[src/hw/rtl/xmr_pkg.sv]
`timescale 1ns / 1ps
// ----------------------------------------------------------------------------
// xmr_pkg
// Shared constants, types and the CRC byte update of the XMODEM receiver.
// ----------------------------------------------------------------------------
package xmr_pkg;

  localparam int MAX_BLOCK_DEF = 1024;

  localparam logic [7:0] B_SOH = 8'h01;
  localparam logic [7:0] B_STX = 8'h02;
  localparam logic [7:0] B_EOT = 8'h04;
  localparam logic [7:0] B_ACK = 8'h06;
  localparam logic [7:0] B_NAK = 8'h15;
  localparam logic [7:0] B_CAN = 8'h18;
  localparam logic [7:0] B_C   = 8'h43;

  localparam logic [1:0] OP_START = 2'd0;
  localparam logic [1:0] OP_BYTE  = 2'd1;
  localparam logic [1:0] OP_TMO   = 2'd2;
  localparam logic [1:0] OP_READ  = 2'd3;

  localparam logic [2:0] PH_IDLE   = 3'd0;
  localparam logic [2:0] PH_HEAD   = 3'd1;
  localparam logic [2:0] PH_BLOCK  = 3'd2;
  localparam logic [2:0] PH_CAN    = 3'd3;
  localparam logic [2:0] PH_DONE   = 3'd4;
  localparam logic [2:0] PH_CANCEL = 3'd5;
  localparam logic [2:0] PH_ABORT  = 3'd6;

  localparam logic [2:0] ST_IDLE   = 3'd0;
  localparam logic [2:0] ST_RUN    = 3'd1;
  localparam logic [2:0] ST_DONE   = 3'd2;
  localparam logic [2:0] ST_CANCEL = 3'd3;
  localparam logic [2:0] ST_ABORT  = 3'd4;

  localparam logic [1:0] REG_USE_CRC = 2'd0;
  localparam logic [1:0] REG_BYTES   = 2'd1;
  localparam logic [1:0] REG_START   = 2'd2;
  localparam logic [1:0] REG_RETRY   = 2'd3;

  // One result item as it leaves the block.
  typedef struct packed {
    logic        tx_valid;
    logic [7:0]  tx_byte;
    logic        commit_valid;
    logic [31:0] commit_address;
    logic [10:0] commit_length;
    logic [2:0]  status;
    logic [31:0] total_received;
    logic [7:0]  read_data;
    logic        last;
  } res_t;

  // Up to three results of one item, handed from the engine to the queue.
  typedef struct packed {
    logic [1:0]  count;      // number of results minus one
    logic [7:0]  tx_byte;    // shared by all results
    logic        tx_valid;
    logic        commit_valid;
    logic [31:0] commit_address;
    logic [10:0] commit_length;
    logic [2:0]  status;
    logic [31:0] total_received;
    logic        is_read;
  } burst_t;

  function automatic logic [15:0] crc_update(input logic [15:0] crc, input logic [7:0] b);
    logic [15:0] c;
    c = crc ^ {b, 8'h00};
    for (int i = 0; i < 8; i++) begin
      c = c[15] ? ((c << 1) ^ 16'h1021) : (c << 1);
    end
    return c;
  endfunction

endpackage

[src/hw/rtl/xmr_outq.sv]
`timescale 1ns / 1ps
// ----------------------------------------------------------------------------
// xmr_outq
// Four-entry burst queue that expands each burst into its result items.
// ----------------------------------------------------------------------------
module xmr_outq (
  input  logic             clk,
  input  logic             rst_n,
  input  logic             push,
  input  xmr_pkg::burst_t  push_burst,
  input  logic [7:0]       push_rd,
  output logic             space,
  output logic             out_valid,
  output xmr_pkg::res_t    out_res,
  input  logic             out_ready
);

  xmr_pkg::burst_t q_b [4];
  logic [7:0]      q_rd [4];
  logic [1:0]      head_r, head_nxt, tail_r, tail_nxt;
  logic [2:0]      fill_r, fill_nxt;
  logic [1:0]      sub_r, sub_nxt;
  logic            pop, done;
  xmr_pkg::burst_t h;

  assign h = q_b[head_r];
  assign out_valid = (fill_r != 3'd0);
  assign done = (sub_r == h.count);
  assign pop = out_valid && out_ready && done;
  // Room is kept for the burst being pushed now and for the request taken now,
  // which reaches the queue in the next cycle.
  assign space = ((fill_r + {2'b00, push}) <= 3'd2);

  always_comb begin
    out_res = '0;
    out_res.tx_valid       = h.tx_valid;
    out_res.tx_byte        = h.tx_byte;
    out_res.commit_valid   = h.commit_valid;
    out_res.commit_address = h.commit_address;
    out_res.commit_length  = h.commit_length;
    out_res.status         = h.status;
    out_res.total_received = h.total_received;
    out_res.read_data      = q_rd[head_r];
    out_res.last           = done;
    head_nxt = head_r + {1'b0, pop};
    tail_nxt = tail_r + {1'b0, push};
    fill_nxt = fill_r + {2'b00, push} - {2'b00, pop};
    sub_nxt  = pop ? 2'd0 : ((out_valid && out_ready) ? sub_r + 2'd1 : sub_r);
  end

  always_ff @(posedge clk) begin
    if (push) begin
      q_b[tail_r]  <= push_burst;
      q_rd[tail_r] <= push_rd;
    end
  end

  always_ff @(posedge clk) begin
    if (!rst_n) begin
      head_r <= '0; tail_r <= '0; fill_r <= '0; sub_r <= '0;
    end else begin
      head_r <= head_nxt; tail_r <= tail_nxt; fill_r <= fill_nxt; sub_r <= sub_nxt;
    end
  end

endmodule

[config.mk]
export PLATFORM = sky130hd
export DESIGN_NAME = xmr_outq
export DESIGN_NICKNAME = d
export VERILOG_FILES = /design/src/hw/rtl/xmr_pkg.sv /design/src/hw/rtl/xmr_outq.sv
export SDC_FILE = /design/constraint.sdc
export NUM_CORES = 1
export LEC_CHECK = 0
export ABC_AREA = 1
export BUFFER_PORTS_ARGS = -buffer_cell sky130_fd_sc_hd__buf_4
export CAP_MARGIN = 20
export CORE_MARGIN = 2
export CORE_UTILIZATION = 55
export CTS_BUF_LIST = sky130_fd_sc_hd__clkbuf_8
export DETAILED_ROUTE_END_ITERATION = 10
export PLACE_DENSITY = 0.77
export SLEW_MARGIN = 20
export SYNTH_ARGS = -nofsm -noshare
export SYNTH_HDL_FRONTEND = slang
export SYNTH_SLANG_ARGS = --single-unit
export TNS_END_PERCENT = 20
[constraint.sdc]
create_clock -name clk -period 18.2 [get_ports clk]
set_clock_uncertainty 0.05 [all_clocks]
set_input_delay 0.91 -clock clk [delete_from_list [all_inputs] [get_ports clk]]
set_output_delay 0.91 -clock clk [all_outputs]
set_load 0.005 [all_outputs]
=== Word level (Yosys, flattened, before mapping) ===
Memories as Yosys holds them, arrays and structs flattened. A register that Yosys moved wholly into a read port is not among the register bits.
Cells that the tools add are included.

* Bits in registers: 9
* RAM bits: 396
* Input bits: 103
* Output and inout bits: 99
* Logic and storage cells: 22
* Memories kept: 2

* $add $sub $neg: 5
* $lt $le $gt $ge: 1
* Equal/unequal tests: 1
* Multiplexer cells: 4
* Bitwise logic cells: 1
* Reduce and logical (&&, ||, !) cells: 4

{| class="wikitable"
|+ Memory list
! name !! words !! bits a word !! rd ports !! clocked after Yosys merged registers in !! wr ports !! RTL line !! source
|-
| q_b || 4 || 91 || 1 || 1 || 1 || xmr_outq.sv:18 || <nowiki>xmr_pkg::burst_t q_b [4];</nowiki>
|-
| q_rd || 4 || 8 || 1 || 1 || 1 || xmr_outq.sv:19 || <nowiki>logic [7:0] q_rd [4];</nowiki>
|}

{| class="wikitable"
|+ Operator list
! kind !! count
|-
| 2-bit by 1-bit adder with 2-bit output || 2
|-
| 2-bit two-way mux || 2
|-
| 3-bit by 1-bit adder with 3-bit output || 1
|-
| 3-bit by 2-bit <= comparator with 1-bit output (second input constant) || 1
|-
| 3-bit nonzero test || 1
|-
| 3-bit by 1-bit subtractor with 3-bit output || 1
|-
| 2-bit by 1-bit adder with 2-bit output (second input constant) || 1
|-
| 2-bit == test || 1
|-
| 1-bit logical AND || 2
|-
| 1-bit two-way mux || 2
|-
| 2-bit OR reduction || 1
|-
| 1-bit NOT || 1
|}

=== Longest topological paths before layout ===
* Depth in word-level cells: 5
* Gate-level depth with buffers: 15
* Gate-level depth less buffers: 13

=== Worst setup path before layout ===
OpenSTA, ideal clock, no wires.

* Path kind: input to register
* From: input port push
* To: memory q_b[0][10] in the netlist's numbering (enable)
* Library setup time: 0.676 ns
* Data arrival time: 7.588 ns
* Data required time: 17.474 ns
* Slack: 9.886 ns
* Stages on the path: 2
* Path buffers: 0
* Cell sequence: inv_1 > nor3_1

* Cells in the longest elaborated chain, start to end: 2

{| class="wikitable"
|+ RTL lines
! element !! RTL line !! source
|-
| start, declared || xmr_outq.sv:9 || <nowiki>input logic push,</nowiki>
|-
| 1-bit two-way mux || xmr_outq.sv:52 || <nowiki>if (push) begin</nowiki>
|-
| 1-bit two-way mux (not written as such) || xmr_outq.sv:53 || <nowiki>q_b[tail_r] <= push_burst;</nowiki>
|-
| end, declared || xmr_outq.sv:18 ||
|}

Every way passes these cells.

==> results_dict.tcl <==
set metrics [dict create \
    num_rows 60 \
    nFillCells 1898 \
    cts_buffers 60 \
    multi_input_area_mm2 0.00263 \
    grt_pass1_vias 8983 \
    slew_violations 0 \
    period_share 0.222 \
    required_ns 17.24 \
    syn_inst 1017 \
    status "finished clean" \
    n_antenna_cell 0 \
    crit_type "reg2out" \
    cts_buffer_depth 3 \
    path_clk_slew_ns 0.06 \
    power.density_mw_per_mm2 107 \
    clock.fmax_mhz 247 \
    synth_common_cells "392 x edfxtp_1, 202 x nor2_1, 158 x o21ai_0" \
    firstDrtPassIters 5 \
    drc 0 \
    leakagePower_nw 6.36 \
    initial_utilization 0.560 \
    hold_path_end "q_b[3][26]$_DFFE_PP_" \
    hold_violations 0 \
    drtIter0Drc 728 \
    ys_seq_area_frac 0.795 \
    cts_tree "built" \
    tightest_slew_ns 1.00 \
    min_delay_path_depth 1 \
    reg2reg_from "head_r[1]$_SDFF_PN0_" \
    grt_pass1_wl_um 45900 \
    grt_max_degree 197 \
    h-tree-depth 2 \
    antenna_found_initial 0 \
    synth_area_leaders "edfxtp_1 78%, o21ai_0 5.3%, nor2_1 5.0%" \
    crit_fanout 53 \
    worstSetupStartpointType "register" \
    synth_edf_count 392 \
    syn_nets 1126 \
    dp_hpwl_um 16000 \
    peakVddDrop_v 0.0000680 \
    relSlewSlack 0.331 \
    gp_congestion 0.750 \
    syn_area_mm2 0.0150 \
    yosysTopAreaCellShare 0.783 \
    die_area_mm2 0.0287 \
    avgRoutedWirePerCell_um 18.6 \
    seq_area_mm2 0.0120 \
    synth_ff_type "edfxtp_1" \
    yosysTopAreaCell "edfxtp_1" \
    wirelength_um 30000 \
    reg2reg_depth 11 \
    ys_ff_latch 401 \
    drive_gt1_frac 0.237 \
    core-area_mm2 0.0269 \
    grtUsageTotal 0.207 \
    setup_tns_ns 0 \
    min_from "push_burst[26]" \
    vias 9010 \
    cts_setup_buffers 0 \
    min_path_type "in2reg" \
    final_util 0.660 \
    io_pins 202 \
    period_needed_ns 4.04 \
    clk_latency_ns 0.58 \
    root_buffer "clkbuf_8" \
    die-width_um 169 \
    finalSetupViolCount 0 \
    reg2reg_slack_ns 15.06 \
    fp.dieH_um 169 \
    cts_hold_buf 0 \
    yosysWarnings 0 \
    rsz0062_at_grt "no" \
    async_reset_ff_frac 0 \
    cap_violations 0 \
    port_buffers 200 \
    overflow 0 \
    worst_setup_path_end_kind "output pin" \
    drt.antenna.violating_nets 0 \
    avgSynthCellArea_um2 14.8 \
    cts_sinks 401 \
    yosysMostFrequentCell "edfxtp_1" \
    r2r_end "fill_r[2]$_SDFF_PN0_" \
    fin_nets 1335 \
    whs_ns 0.475 \
    crit_arrival_ns 3.08 \
    synth.distinct_cells 24 \
    area_growth_pct 18.0 \
    viasPerCell 5.59 \
    cts_resized 0 \
]
-- through the flow --
stage	area [um^2]	power, W	worst slack, ns	std cells
after global routing	17700	0.00198	13.85	1611
after detailed placement	16700	0.00129	14.71	1505
after global placement	16700	0.00128	14.71	1505
after floorplan	15000	0.00119	9.89	1017
after CTS	17700	0.00192	14.06	1611
final	17700	0.00190	14.16	1611
-- area by class of cell --
| type | count | share of cell area |
|---|---|---|
| Clock buffer | 61 | 0.0473 |
| Clock inverter | 45 | 0.0121 |
| Inverter | 18 | 0.00451 |
| Multi-Input combinational cell | 533 | 0.148 |
| Sequential cell | 401 | 0.674 |
| Tap cell | 341 | 0.0240 |
| Timing Repair Buffer | 212 | 0.0897 |
-- layer usage --
layer,part of all wire,vias up,track usage
met5,0,-,0
met4,0.032,0,0.0910
met3,0.077,67,0.0569
met2,0.49,311,0.343
met1,0.40,4390,0.257
li1,-,4242,-
-- cell usage in the layout, fill, tap and decap left out, types with 2 or more instances in the layout --
cell type	instances
buf_4	212
clkbuf_8	61
clkinv_1	17
clkinv_2	7
clkinvlp_4	3
dfxtp_1	7
dfxtp_4	2
edfxtp_1	392
ha_1	6
inv_1	32
inv_2	2
nand2_1	14
nand2_2	4
nand3_1	4
nand3_2	3
nor2_1	202
nor3_2	4
o21ai_0	158
o21ai_1	34
o22ai_1	96
xnor2_1	3
xor2_1	3
-- how the worst max path moves through the flow --
stage | start | endpoint | cells after the start
5_1_grt | head_r[1]$_SDFF_PN0_ | out_res[0] | 9
4_1_cts | head_r[1]$_SDFF_PN0_ | out_res[0] | 9
6_report | head_r[1]$_SDFF_PN0_ | out_res[0] | 9
3_5_place_dp | head_r[1]$_SDFF_PN0_ | out_res[0] | 9
3_3_place_gp | head_r[1]$_SDFF_PN0_ | out_res[0] | 9
2_1_floorplan | push | q_b[0][10]$_DFFE_PP_ | 2
-- where the power goes --
group / total (W) / switching (W) / internal [W]
clock network: 0.000639 / 0.000315 / 0.000324
registers: 0.00107 / 0.0000137 / 0.00106
logic: 0.000190 / 0.000109 / 0.0000815
-- worst max-delay path, cell delays in order, from the launching register on --
cell,delay (ns)
dfxtp_4,0.48
inv_2,0.65
buf_4,0.63
nand3_1,0.19
nand2_1,0.11
nand2_1,0.06
nand2_2,0.07
inv_1,0.04
nor2_1,0.08
buf_4,0.13
-- cells by family (layout without fill, tap and decap cells) --
family	count (synthesis)	count (layout)	share of synthesized area
AO/OA/AOI/OAI	289	289	0.104
AND/OR/NAND/NOR	232	232	0.0610
flip-flops	401	401	0.795
XOR/XNOR	6	6	0.00349
adder cells (fa/ha/maj)	6	6	0.00499
buffers and inverters	83	336	0.0316
-- registers in the layout, indices dropped and copies added, names as in the netlist --
| signal | count |
|---|---|
| sub_r | 2 |
| q_b | 360 |
| fill_r | 3 |
| q_rd | 32 |
| tail_r | 2 |
| head_r | 2 |
Note: power is estimated with default switching activity, not from simulation.
