===== src/hw/rtl/xmr_pkg.sv =====
`timescale 1ns / 1ps
// ----------------------------------------------------------------------------
// xmr_pkg
// Shared constants, types and the CRC byte update of the XMODEM receiver.
// ----------------------------------------------------------------------------
package xmr_pkg;

  localparam int MAX_BLOCK_DEF = 1024;

  localparam logic [7:0] B_SOH = 8'h01;
  localparam logic [7:0] B_STX = 8'h02;
  localparam logic [7:0] B_EOT = 8'h04;
  localparam logic [7:0] B_ACK = 8'h06;
  localparam logic [7:0] B_NAK = 8'h15;
  localparam logic [7:0] B_CAN = 8'h18;
  localparam logic [7:0] B_C   = 8'h43;

  localparam logic [1:0] OP_START = 2'd0;
  localparam logic [1:0] OP_BYTE  = 2'd1;
  localparam logic [1:0] OP_TMO   = 2'd2;
  localparam logic [1:0] OP_READ  = 2'd3;

  localparam logic [2:0] PH_IDLE   = 3'd0;
  localparam logic [2:0] PH_HEAD   = 3'd1;
  localparam logic [2:0] PH_BLOCK  = 3'd2;
  localparam logic [2:0] PH_CAN    = 3'd3;
  localparam logic [2:0] PH_DONE   = 3'd4;
  localparam logic [2:0] PH_CANCEL = 3'd5;
  localparam logic [2:0] PH_ABORT  = 3'd6;

  localparam logic [2:0] ST_IDLE   = 3'd0;
  localparam logic [2:0] ST_RUN    = 3'd1;
  localparam logic [2:0] ST_DONE   = 3'd2;
  localparam logic [2:0] ST_CANCEL = 3'd3;
  localparam logic [2:0] ST_ABORT  = 3'd4;

  localparam logic [1:0] REG_USE_CRC = 2'd0;
  localparam logic [1:0] REG_BYTES   = 2'd1;
  localparam logic [1:0] REG_START   = 2'd2;
  localparam logic [1:0] REG_RETRY   = 2'd3;

  // One result item as it leaves the block.
  typedef struct packed {
    logic        tx_valid;
    logic [7:0]  tx_byte;
    logic        commit_valid;
    logic [31:0] commit_address;
    logic [10:0] commit_length;
    logic [2:0]  status;
    logic [31:0] total_received;
    logic [7:0]  read_data;
    logic        last;
  } res_t;

  // Up to three results of one item, handed from the engine to the queue.
  typedef struct packed {
    logic [1:0]  count;      // number of results minus one
    logic [7:0]  tx_byte;    // shared by all results
    logic        tx_valid;
    logic        commit_valid;
    logic [31:0] commit_address;
    logic [10:0] commit_length;
    logic [2:0]  status;
    logic [31:0] total_received;
    logic        is_read;
  } burst_t;

  function automatic logic [15:0] crc_update(input logic [15:0] crc, input logic [7:0] b);
    logic [15:0] c;
    c = crc ^ {b, 8'h00};
    for (int i = 0; i < 8; i++) begin
      c = c[15] ? ((c << 1) ^ 16'h1021) : (c << 1);
    end
    return c;
  endfunction

endpackage


===== src/hw/rtl/xmr_regs.sv =====
`timescale 1ns / 1ps
// ----------------------------------------------------------------------------
// xmr_regs
// APB configuration registers of the XMODEM receiver.
// ----------------------------------------------------------------------------
module xmr_regs (
  input  logic        clk,
  input  logic        rst_n,
  input  logic        psel,
  input  logic        penable,
  input  logic        pwrite,
  input  logic [3:0]  paddr,
  input  logic [31:0] pwdata,
  output logic [31:0] prdata,
  output logic        use_crc,
  output logic [31:0] bytes_to_receive,
  output logic [31:0] start_address,
  output logic [7:0]  retry_limit
);

  logic        use_crc_r;
  logic [31:0] bytes_r, start_r;
  logic [7:0]  retry_r;
  logic [1:0]  idx;

  assign idx = paddr[3:2];

  always_ff @(posedge clk) begin
    if (!rst_n) begin
      use_crc_r <= 1'b1;
      bytes_r   <= '0;
      start_r   <= '0;
      retry_r   <= 8'd32;
    end else if (psel && penable && pwrite) begin
      case (idx)
        xmr_pkg::REG_USE_CRC: use_crc_r <= pwdata[0];
        xmr_pkg::REG_BYTES:   bytes_r   <= pwdata;
        xmr_pkg::REG_START:   start_r   <= pwdata;
        xmr_pkg::REG_RETRY:   retry_r   <= pwdata[7:0];
        default: ;
      endcase
    end
  end

  always_comb begin
    case (idx)
      xmr_pkg::REG_USE_CRC: prdata = {31'd0, use_crc_r};
      xmr_pkg::REG_BYTES:   prdata = bytes_r;
      xmr_pkg::REG_START:   prdata = start_r;
      xmr_pkg::REG_RETRY:   prdata = {24'd0, retry_r};
      default:              prdata = '0;
    endcase
  end

  assign use_crc          = use_crc_r;
  assign bytes_to_receive = bytes_r;
  assign start_address    = start_r;
  assign retry_limit      = retry_r;

endmodule


===== config.mk =====
export PLATFORM = sky130hd
export DESIGN_NAME = xmr_regs
export DESIGN_NICKNAME = d
export VERILOG_FILES = /design/src/hw/rtl/xmr_pkg.sv /design/src/hw/rtl/xmr_regs.sv
export SDC_FILE = /design/constraint.sdc
export NUM_CORES = 1
export LEC_CHECK = 0
export BUFFER_PORTS_ARGS = -buffer_cell sky130_fd_sc_hd__buf_2
export CORE_MARGIN = 1.5
export CORE_UTILIZATION = 53
export CTS_BUF_LIST = sky130_fd_sc_hd__clkbuf_4 sky130_fd_sc_hd__clkbuf_8
export CTS_CLUSTER_SIZE = 16
export DETAILED_ROUTE_END_ITERATION = 8
export PLACE_DENSITY_LB_ADDON = 0.2
export SETUP_SLACK_MARGIN = 0.1
export SLEW_MARGIN = 20
export SYNTH_ARGS = -nofsm -noshare
export SYNTH_HDL_FRONTEND = slang
export SYNTH_SLANG_ARGS = --single-unit

===== constraint.sdc =====
create_clock -name clk -period 1.95 [get_ports clk]
set_input_delay 0.0975 -clock clk [delete_from_list [all_inputs] [get_ports clk]]
set_output_delay 0.0975 -clock clk [all_outputs]
set_load 0.03 [all_outputs]

# Word level (Yosys, flattened, before mapping)
# Cells that the tools add are included.
# totals
reg_bits	73
in_bits	41
out_inout_bits	105
word_cells	15
# classes
n_eq_ne	3
muxes	1
n_reduce_logical	7
# op_table
cell	n
32-bit one-hot mux with 4 select lines	1
2-bit AND reduction	4
2-bit == test (second input constant)	2
2-bit by 1-bit == test with 1-bit output (second input constant)	1
1-bit logical AND	2
2-bit logical NOT	1

# Longest topological paths before layout
# Gate-level depths: netlist (run 1).
# logic_depth
ltp_word	3
depth_mapped	5

# Least setup slack after synthesis (run 1)
# No wires, ideal clock.
# synth_timing
kind	register to output
startpoint	register start_r[0] (netlist: start_address[0])
endpoint	output prdata[0]
t_arrival_ns	1.095
slack_ns	0.758
stages_incl_launch_ff	2
path_cell_list	dfxtp_1 > mux4_1
# synth_between
elab_chain_len	1
# synth_rtl
element	line_no	text
start: declaration	xmr_regs.sv:22	logic [31:0] bytes_r, start_r;
start signal: assignment	xmr_regs.sv:38	xmr_pkg::REG_START: start_r <= pwdata;
32-bit one-hot mux with 4 select lines	xmr_regs.sv:46	case (idx)
end: declaration	xmr_regs.sv:14	output logic [31:0] prdata,
# Every way passes these cells.

# Worst setup path after layout (run 1)
# layout_timing
startpoint	input paddr[2]
endpoint	output prdata[27]
# layout_between
elab_chain_len	2
word_cells_on_any_way	5
# layout_rtl
element	line_no	text
start: declaration	xmr_regs.sv:12	input logic [3:0] paddr,
2-bit == test (tied with other cells)	xmr_regs.sv:46	
32-bit one-hot mux with 4 select lines (*)	xmr_regs.sv:46	
# Every way passes the cells marked *; elsewhere a longest branch is shown, timed or not.

==> impl_metrics.yaml, run 1 <==
finish:
  syn2layout_area_growth_pct: 26.1
  layout_commonest_cell: "buf_2"
  final_cell_mix: "143 x buf_2, 104 x nand2_1, 73 x dfxtp_1"
  final_cells: 544
  finish.net_count: 505
  drive_gt1_frac: 0.390
  diodes: 0
synthesis:
  syn_area_per_cell_um2: 10.0
  synth_top_family_by_area: "multiplexers"
  synth_fa_ha_area_frac: 0
  synth_compound_area_frac: 0.0913
  synth_nets: 369
  synthDistinctLibCells: 21
  synthSimpleGateAreaFrac: 0.141
  ys_warn_count: 0
  ys_ff_latch: 73
  muxShareOfSynthArea: 0.248
  synthesis.area_um2: 3290
  synth-xor-area-share: 0
  postSynthCellCount: 328
  seq_area_frac_synth: 0.444
clock_network:
  clkTransAtPathRegs_ps: 70
  h-tree-depth: 3
  tritoncts: "yes"
  cts.repair.resized: 0
  cts_inserted_buffers: 9
  cts.sinks: 73
  cts_setup_buffers: 0
  insertion_delay_ps: 320
  clk_path_buf_depth: 2
  ctsRootBufferMaster: "clkbuf_8"
  cts_hold_buf: 0
grt:
  grt_pass1_vias: 2447
  grt_usage: 0.223
  grt_max_degree: 55
  grt-ovfl-total: 0
  grt_first_pass_wirelength_um: 11500
  antenna_found_initial: 0
worst_setup_path:
  end_kind: "output pin"
  reg2reg_slack_ps: 1250
  reg2reg_to: "use_crc$_SDFFE_PN1P_"
  rr_startpoint: "use_crc$_SDFFE_PN1P_"
  crit_fanout: 18
  ff2ff_path_depth: 3
  critPathRequiredTime_ps: 1850
  path_class: "input port to output pin"
  arrival_ps: 1340
  critPathLaunch: "paddr[2]"
  critPathCapture: "prdata[27]"
  startpoint_type: "input port"
timing:
  final-hold-violation-count: 0
  finalWorstPathRequiredPeriod_ps: 1440
  relSlewSlack: 0.657
  tightest_slew_ps: 515
  rsz0062_at_grt: "false"
  max_freq_mhz: 695
  tns_ps: 0
  timing.final.crit_share: 0.738
  setup_viol: 0
  slew_viol_final: 0
  fin_skew_ps: 0
power_and_ir_drop:
  power-per-cell-area_nw_per_um2: 698
  vdd_ir_drop_max_v: 0.000473
  power.leakage_nw: 1.94
drt:
  wl_per_cell_um: 13.9
  via_per_inst: 5.17
  drt_wl_total_um: 7590
  drt-pass1-iter-count: 4
  ant_nets: 0
  num_vias: 2811
  drt_iter0_drc: 96
  route.detailed.drc: 0
floorplanning:
  rows: 28
  fp.dieW_um: 81.8
  coreArea_um2: 5960
  die_area_um2: 6690
  die_h_um: 81.8
  pin_count: 146
  start_util: 0.553
placement:
  port_buffers: 143
  gp_congestion: 0.805
  hpwl_um: 5310
  dp_cells: 528
job:
  cap_violations: 0
hold_path:
  hp-class: "input port to register"
run_status:
  status: "finished, final reports clean"
per-layer routing:
| metal | routed length (µm) | vias up | share of wire | global-route usage |
|---|---|---|---|---|
| met1 | 3550 | 1308 | 0.47 | 0.292 |
| met3 | 463 | 8 | 0.061 | 0.0478 |
| met2 | 3490 | 96 | 0.46 | 0.363 |
| met5 | 0 | - | 0 | 0 |
| li1 | - | 1399 | - | - |
| met4 | 80 | 0 | 0.011 | 0.0780 |
critical path, cell delays in order:
cell and delay [ps]:
buf_2 320, nor2b_2 270, buf_4 270, a22o_1 180, buf_2 190
worst min-delay path by stage:
stage                          start  cells past startpoint  slack [ps]                           endpoint
after floorplan           pwdata[10]                      2         260  bytes_to_receive[10]$_SDFFE_PN0P_
after global placement    pwdata[18]                      3         370  bytes_to_receive[18]$_SDFFE_PN0P_
after detailed placement  pwdata[15]                      3         380  bytes_to_receive[15]$_SDFFE_PN0P_
after CTS                 pwdata[20]                      3          30  bytes_to_receive[20]$_SDFFE_PN0P_
after global routing      pwdata[16]                      3          30     start_address[16]$_SDFFE_PN0P_
final                     pwdata[20]                      3          30  bytes_to_receive[20]$_SDFFE_PN0P_
registers in the layout, indices dropped and copies added (netlist names):
| signal | count |
|---|---|
| bytes_to_receive | 32 |
| start_address | 32 |
| retry_limit | 8 |
| use_crc | 1 |
logic make-up after synthesis:
| kind of cell | after synthesis |
|---|---|
| AND/OR/NAND/NOR | 111 |
| multiplexers | 79 |
| flip-flops | 73 |
| AO/OA/AOI/OAI | 35 |
| buffers and inverters | 30 |
layout make-up:
class | count | area, µm²
clock inverter | 2 | 12.5
multi-input combinational | 225 | 1600
timing repair buffer | 153 | 803
sequential | 73 | 1460
tap | 75 | 93.8
inverter | 2 | 7.51
fill | 481 | 1810
clock buffer | 14 | 174
synthesized netlist by cell type (all sizes together):
| cell type | count | area, µm² |
|---|---|---|
| nand2 | 104 | 390 |
| dfxtp | 73 | 1460 |
| mux2i | 71 | 711 |
| a22o | 31 | 272 |
| buf | 19 | 208 |
| clkbuf | 9 | 35.0 |
| mux2 | 7 | 78.8 |
| inv | 2 | 7.51 |
| nor2b | 2 | 12.5 |
| nor3b | 2 | 25.0 |
| o21ai | 2 | 10.0 |
| mux4 | 1 | 26.3 |
| nand3 | 1 | 17.5 |
| nor2 | 1 | 11.3 |
| nor4 | 1 | 6.26 |
| o311ai | 1 | 8.76 |
| o31a | 1 | 10.0 |
power by group:
part | internal [mW] | switching (mW) | leakage (nW)
clock | 0.574 | 0.513 | 0.0969
sequential | 1.51 | 0.0145 | 0.589
combinational | 0.100 | 0.187 | 1.25
total | 2.18 | 0.714 | 1.94
stage by stage:
stage | util | hold slack (ps) | setup WS, ps | cell area [µm²] | power (mW)
global placement | 0.665 | 371 | 571 | 3960 | 1.84
CTS | 0.697 | 28.6 | 517 | 4150 | 2.92
detailed placement | 0.665 | 379 | 525 | 3960 | 1.85
floorplan | - | 262 | 758 | 3290 | 1.75
global route | 0.697 | 32.9 | 451 | 4150 | 3.02
finish | 0.697 | 34.9 | 512 | 4150 | 2.90
(Power assumes the default switching activity.)
==> inputs of run 2 (changes only) <==
--- a/config.mk
+++ b/config.mk
@@ -7,7 +7,7 @@
 export LEC_CHECK = 0
 export BUFFER_PORTS_ARGS = -buffer_cell sky130_fd_sc_hd__buf_2
 export CORE_MARGIN = 1.5
-export CORE_UTILIZATION = 53
+export CORE_UTILIZATION = 44
 export CTS_BUF_LIST = sky130_fd_sc_hd__clkbuf_4 sky130_fd_sc_hd__clkbuf_8
 export CTS_CLUSTER_SIZE = 16
 export DETAILED_ROUTE_END_ITERATION = 8
==> constraint.sdc (replaced) <==
create_clock -name clk -period 1.3 [get_ports clk]
set_input_delay 0.065 -clock clk [delete_from_list [all_inputs] [get_ports clk]]
set_output_delay 0.065 -clock clk [all_outputs]
set_load 0.03 [all_outputs]
==> impl_metrics.yaml, run 2 (synthesized netlist as in run 1, its figures left out) <==
run_status:
  status: "finished, violations left"
  violations: "negative setup slack"
drt:
  route.detailed.drc: 0
  via_per_inst: 4.89
  wl_per_cell_um: 13.7
  ant_nets: 0
  num_vias: 2888
  drt_iter0_drc: 103
  drt-pass1-iter-count: 4
  drt_wl_total_um: 8090
floorplanning:
  pin_count: 146
  die_area_um2: 8010
  fp.dieW_um: 89.5
  coreArea_um2: 7250
  start_util: 0.454
  die_h_um: 89.5
  rows: 31
timing:
  tns_ps: -33.7
  tightest_slew_ps: 332
  setup_viol: 2
  slew_viol_final: 0
  relSlewSlack: 0.778
  timing.final.crit_share: 1.02
  max_freq_mhz: 752
  rsz0062_at_grt: "true"
  holdWs_ps: 8.71
  fin_skew_ps: 0
  finalWorstPathRequiredPeriod_ps: 1330
  final-hold-violation-count: 0
  fin_ws_ps: -30.5
worst_setup_path:
  path_class: "register to output pin"
  reg2reg_slack_ps: 490
  critPathRequiredTime_ps: 1240
  startpoint_type: "register"
  crit_fanout: 2
  critPathLaunch: "bytes_to_receive[0]$_SDFFE_PN0P_"
  rr_startpoint: "retry_limit[5]$_SDFFE_PN1P_"
  end_kind: "output pin"
  reg2reg_to: "retry_limit[5]$_SDFFE_PN1P_"
  critPathCapture: "prdata[0]"
  ff2ff_path_depth: 3
  arrival_ps: 1270
clock_network:
  ctsRootBufferMaster: "clkbuf_8"
  clk_path_buf_depth: 2
  h-tree-depth: 3
  insertion_delay_ps: 330
  tritoncts: "yes"
  cts.sinks: 73
  clkTransAtPathRegs_ps: 70
  cts_inserted_buffers: 9
power_and_ir_drop:
  vdd_ir_drop_max_v: 0.000453
  power.leakage_nw: 2.09
  power-per-cell-area_nw_per_um2: 961
  finalPower_mw: 4.34
finish:
  final_core_util: 0.623
  drive_gt1_frac: 0.443
  final_cells: 591
  layout_commonest_cell: "buf_2"
  final_cell_mix: "133 x buf_2, 104 x nand2_1, 71 x mux2i_1"
  syn2layout_area_growth_pct: 37.3
  finish.net_count: 529
  diodes: 0
  fin_area_um2: 4520
grt:
  grt_pass1_vias: 2642
  grt_max_degree: 59
  grt-ovfl-total: 0
  grt_first_pass_wirelength_um: 12300
  antenna_found_initial: 0
  grt_usage: 0.199
placement:
  port_buffers: 143
  dp_cells: 554
  post-place-ws_ps: 70.9
  gp_congestion: 0.787
  post_dp_cell_area_um2: 4080
  hpwl_um: 5490
hold_path:
  hp-class: "input port to register"
  min_path_cells: 3
job:
  cap_violations: 0
-- run 2: cell count changes in the layout (fill, tap and decap cells not counted), sizes merged --
| cell | before | now |
|---|---|---|
| buf | 153 | 170 |
| clkinv | 1 | 2 |
| dlygate4sd3 | 0 | 6 |
| clkbuf | 14 | 13 |
-- run 2: worst min-delay path by stage --
stage	startpoint	endpoint	slack [ps]
after floorplan	pwdata[10]	bytes_to_receive[10]$_SDFFE_PN0P_	230
after global placement	pwdata[25]	start_address[25]$_SDFFE_PN0P_	340
after detailed placement	pwdata[28]	bytes_to_receive[28]$_SDFFE_PN0P_	340
after CTS	pwdata[18]	start_address[18]$_SDFFE_PN0P_	0.01
after global routing	pwdata[15]	start_address[15]$_SDFFE_PN0P_	4
final	pwdata[15]	start_address[15]$_SDFFE_PN0P_	9
-- run 2: layer usage --
metal	global-route usage	vias to the layer above	wire, µm
li1	-	1442	-
met1	0.250	1346	3640
met2	0.339	89	3910
met3	0.0425	11	420
met4	0.0713	0	120
met5	0	-	0
-- run 2: timing repair --
action                                 4_1_cts  5_1_grt
buffers inserted                            15        1
gates cloned                                 0        0
setup endpoints to repair                   31       29
hold buffers                                 6        0
endpoints found under the hold margin        9        0
resized for setup                           35        4
-- run 2: layout make-up --
class,count,area [µm²]
multi-input combinational,225,1600
clock buffer,12,153
inverter,2,7.51
tap,99,124
sequential,73,1480
timing repair buffer,177,1130
clock inverter,3,17.5
fill,643,2740
-- run 2: critical path: stages, from the launching register on --
cell	delay (ps)
dfxtp_2	330
mux4_2	460
buf_6	150
-- run 2: report_power, final --
group | total (mW) | internal (mW) | switching, mW
clock network | 1.56 | 0.772 | 0.787
logic | 0.495 | 0.201 | 0.294
registers | 2.29 | 2.27 | 0.0209
==> inputs of run 3 (changes only) <==
--- a/config.mk
+++ b/config.mk
@@ -11,6 +11,7 @@
 export CTS_BUF_LIST = sky130_fd_sc_hd__clkbuf_4 sky130_fd_sc_hd__clkbuf_8
 export CTS_CLUSTER_SIZE = 16
 export DETAILED_ROUTE_END_ITERATION = 8
+export MAX_ROUTING_LAYER = met4
 export PLACE_DENSITY_LB_ADDON = 0.2
 export SETUP_SLACK_MARGIN = 0.1
 export SLEW_MARGIN = 20
==> impl_metrics.yaml, run 3 (synthesized netlist as in run 1, its figures left out) <==
floorplanning:
  start_util: 0.454
  coreArea_um2: 7250
  die_h_um: 89.5
  fp.dieW_um: 89.5
  rows: 31
  pin_count: 146
  die_area_um2: 8010
drt:
  route.detailed.drc: 0
  via_per_inst: 4.89
  drt-pass1-iter-count: 4
  wl_per_cell_um: 13.7
  drt_iter0_drc: 107
  ant_nets: 0
  num_vias: 2888
  drt_wl_total_um: 8080
worst_setup_path:
  startpoint_type: "register"
  critPathRequiredTime_ps: 1240
  arrival_ps: 1260
  path_class: "register to output pin"
  end_kind: "output pin"
  crit_fanout: 2
placement:
  dp_cells: 554
  post-place-ws_ps: 70.9
  port_buffers: 143
  hpwl_um: 5490
  gp_congestion: 0.798
  post_dp_cell_area_um2: 4080
power_and_ir_drop:
  power.leakage_nw: 2.09
  power-per-cell-area_nw_per_um2: 960
  vdd_ir_drop_max_v: 0.000451
timing:
  relSlewSlack: 0.775
  timing.final.crit_share: 1.02
  setup_viol: 2
  tightest_slew_ps: 336
  slew_viol_final: 0
  fin_skew_ps: 0
  rsz0062_at_grt: "true"
  final-hold-violation-count: 0
  tns_ps: -33.9
  fin_ws_ps: -29.9
  max_freq_mhz: 752
  finalWorstPathRequiredPeriod_ps: 1330
clock_network:
  tritoncts: "yes"
  clkTransAtPathRegs_ps: 80
  cts.sinks: 73
  h-tree-depth: 3
  ctsRootBufferMaster: "clkbuf_8"
  insertion_delay_ps: 320
  clk_path_buf_depth: 2
  cts_inserted_buffers: 9
finish:
  drive_gt1_frac: 0.443
  nFillCells: 643
  final_cells: 591
  final_cell_mix: "133 x buf_2, 104 x nand2_1, 71 x mux2i_1"
  diodes: 0
  layout_commonest_cell: "buf_2"
  regArea_um2: 1480
  syn2layout_area_growth_pct: 37.3
  fin_area_um2: 4520
  multi_input_comb_area_um2: 1600
  finish.net_count: 529
hold_path:
  hp-class: "input port to register"
grt:
  grt_usage: 0.206
  grt_first_pass_wirelength_um: 12300
  grt-ovfl-total: 0
  antenna_found_initial: 0
  grt_pass1_vias: 2644
  grt_max_degree: 59
run_status:
  violations: "negative setup slack"
  status: "finished, violations left"
job:
  cap_violations: 0
[run 3: cell counts in the layout (fill, tap and decap cells not counted)]
Identical to the previous run, type by type.
[run 3: where the power goes]
part           switching (mW)  internal (mW)
Combinational           0.294          0.201
Sequential             0.0208           2.27
Clock                   0.784          0.772
[run 3: through the flow]
| step | hold slack, ps | power, mW | utilization |
|---|---|---|---|
| after floorplan | 230 | 2.63 | - |
| after global placement | 340 | 2.79 | 0.563 |
| after detailed placement | 343 | 2.80 | 0.563 |
| after CTS | 0.0137 | 4.37 | 0.620 |
| after global routing | 3.87 | 4.51 | 0.623 |
| final | 8.91 | 4.34 | 0.623 |
[run 3: critical path, cell delays in order (launching register included)]
cell and delay, ps:
dfxtp_2 330, mux4_2 460, buf_6 150
[run 3: worst paths after layout]
| path | start | endpoint | slack [ps] | cells past startpoint |
|---|---|---|---|---|
| setup / recovery | bytes_to_receive[0]$_SDFFE_PN0P_ | prdata[0] | -30 | 2 |
| hold / removal | pwdata[18] | start_address[18]$_SDFFE_PN0P_ | 9 | 3 |
| setup reg to reg | retry_limit[5]$_SDFFE_PN1P_ | retry_limit[5]$_SDFFE_PN1P_ | 490 | 3 |
| hold reg to reg | start_address[10]$_SDFFE_PN0P_ | start_address[10]$_SDFFE_PN0P_ | 470 | 2 |
[run 3: repair_timing]
action / in CTS / in global routing
hold endpoints to repair: 9 / 0
buffers inserted: 15 / 1
pin swaps: 0 / 0
gates resized for setup: 35 / 4
hold buffers: 6 / 0
setup endpoints to repair: 31 / 29
[run 3: final cells by class]
| class | instances | share of cell area |
|---|---|---|
| sequential | 73 | 0.328 |
| clock inverter | 3 | 0.00388 |
| timing repair buffer | 177 | 0.251 |
| multi-input combinational | 225 | 0.354 |
| inverter | 2 | 0.00166 |
| tap | 99 | 0.0274 |
| clock buffer | 12 | 0.0338 |
[run 3: layer usage]
layer  vias to the layer above  share of wire  global-route usage
met4                         0          0.015              0.0713
met3                        11          0.049              0.0369
met1                      1344           0.45               0.254
li1                       1439              -                   -
met5                         -              0                   -
met2                        94           0.48               0.338
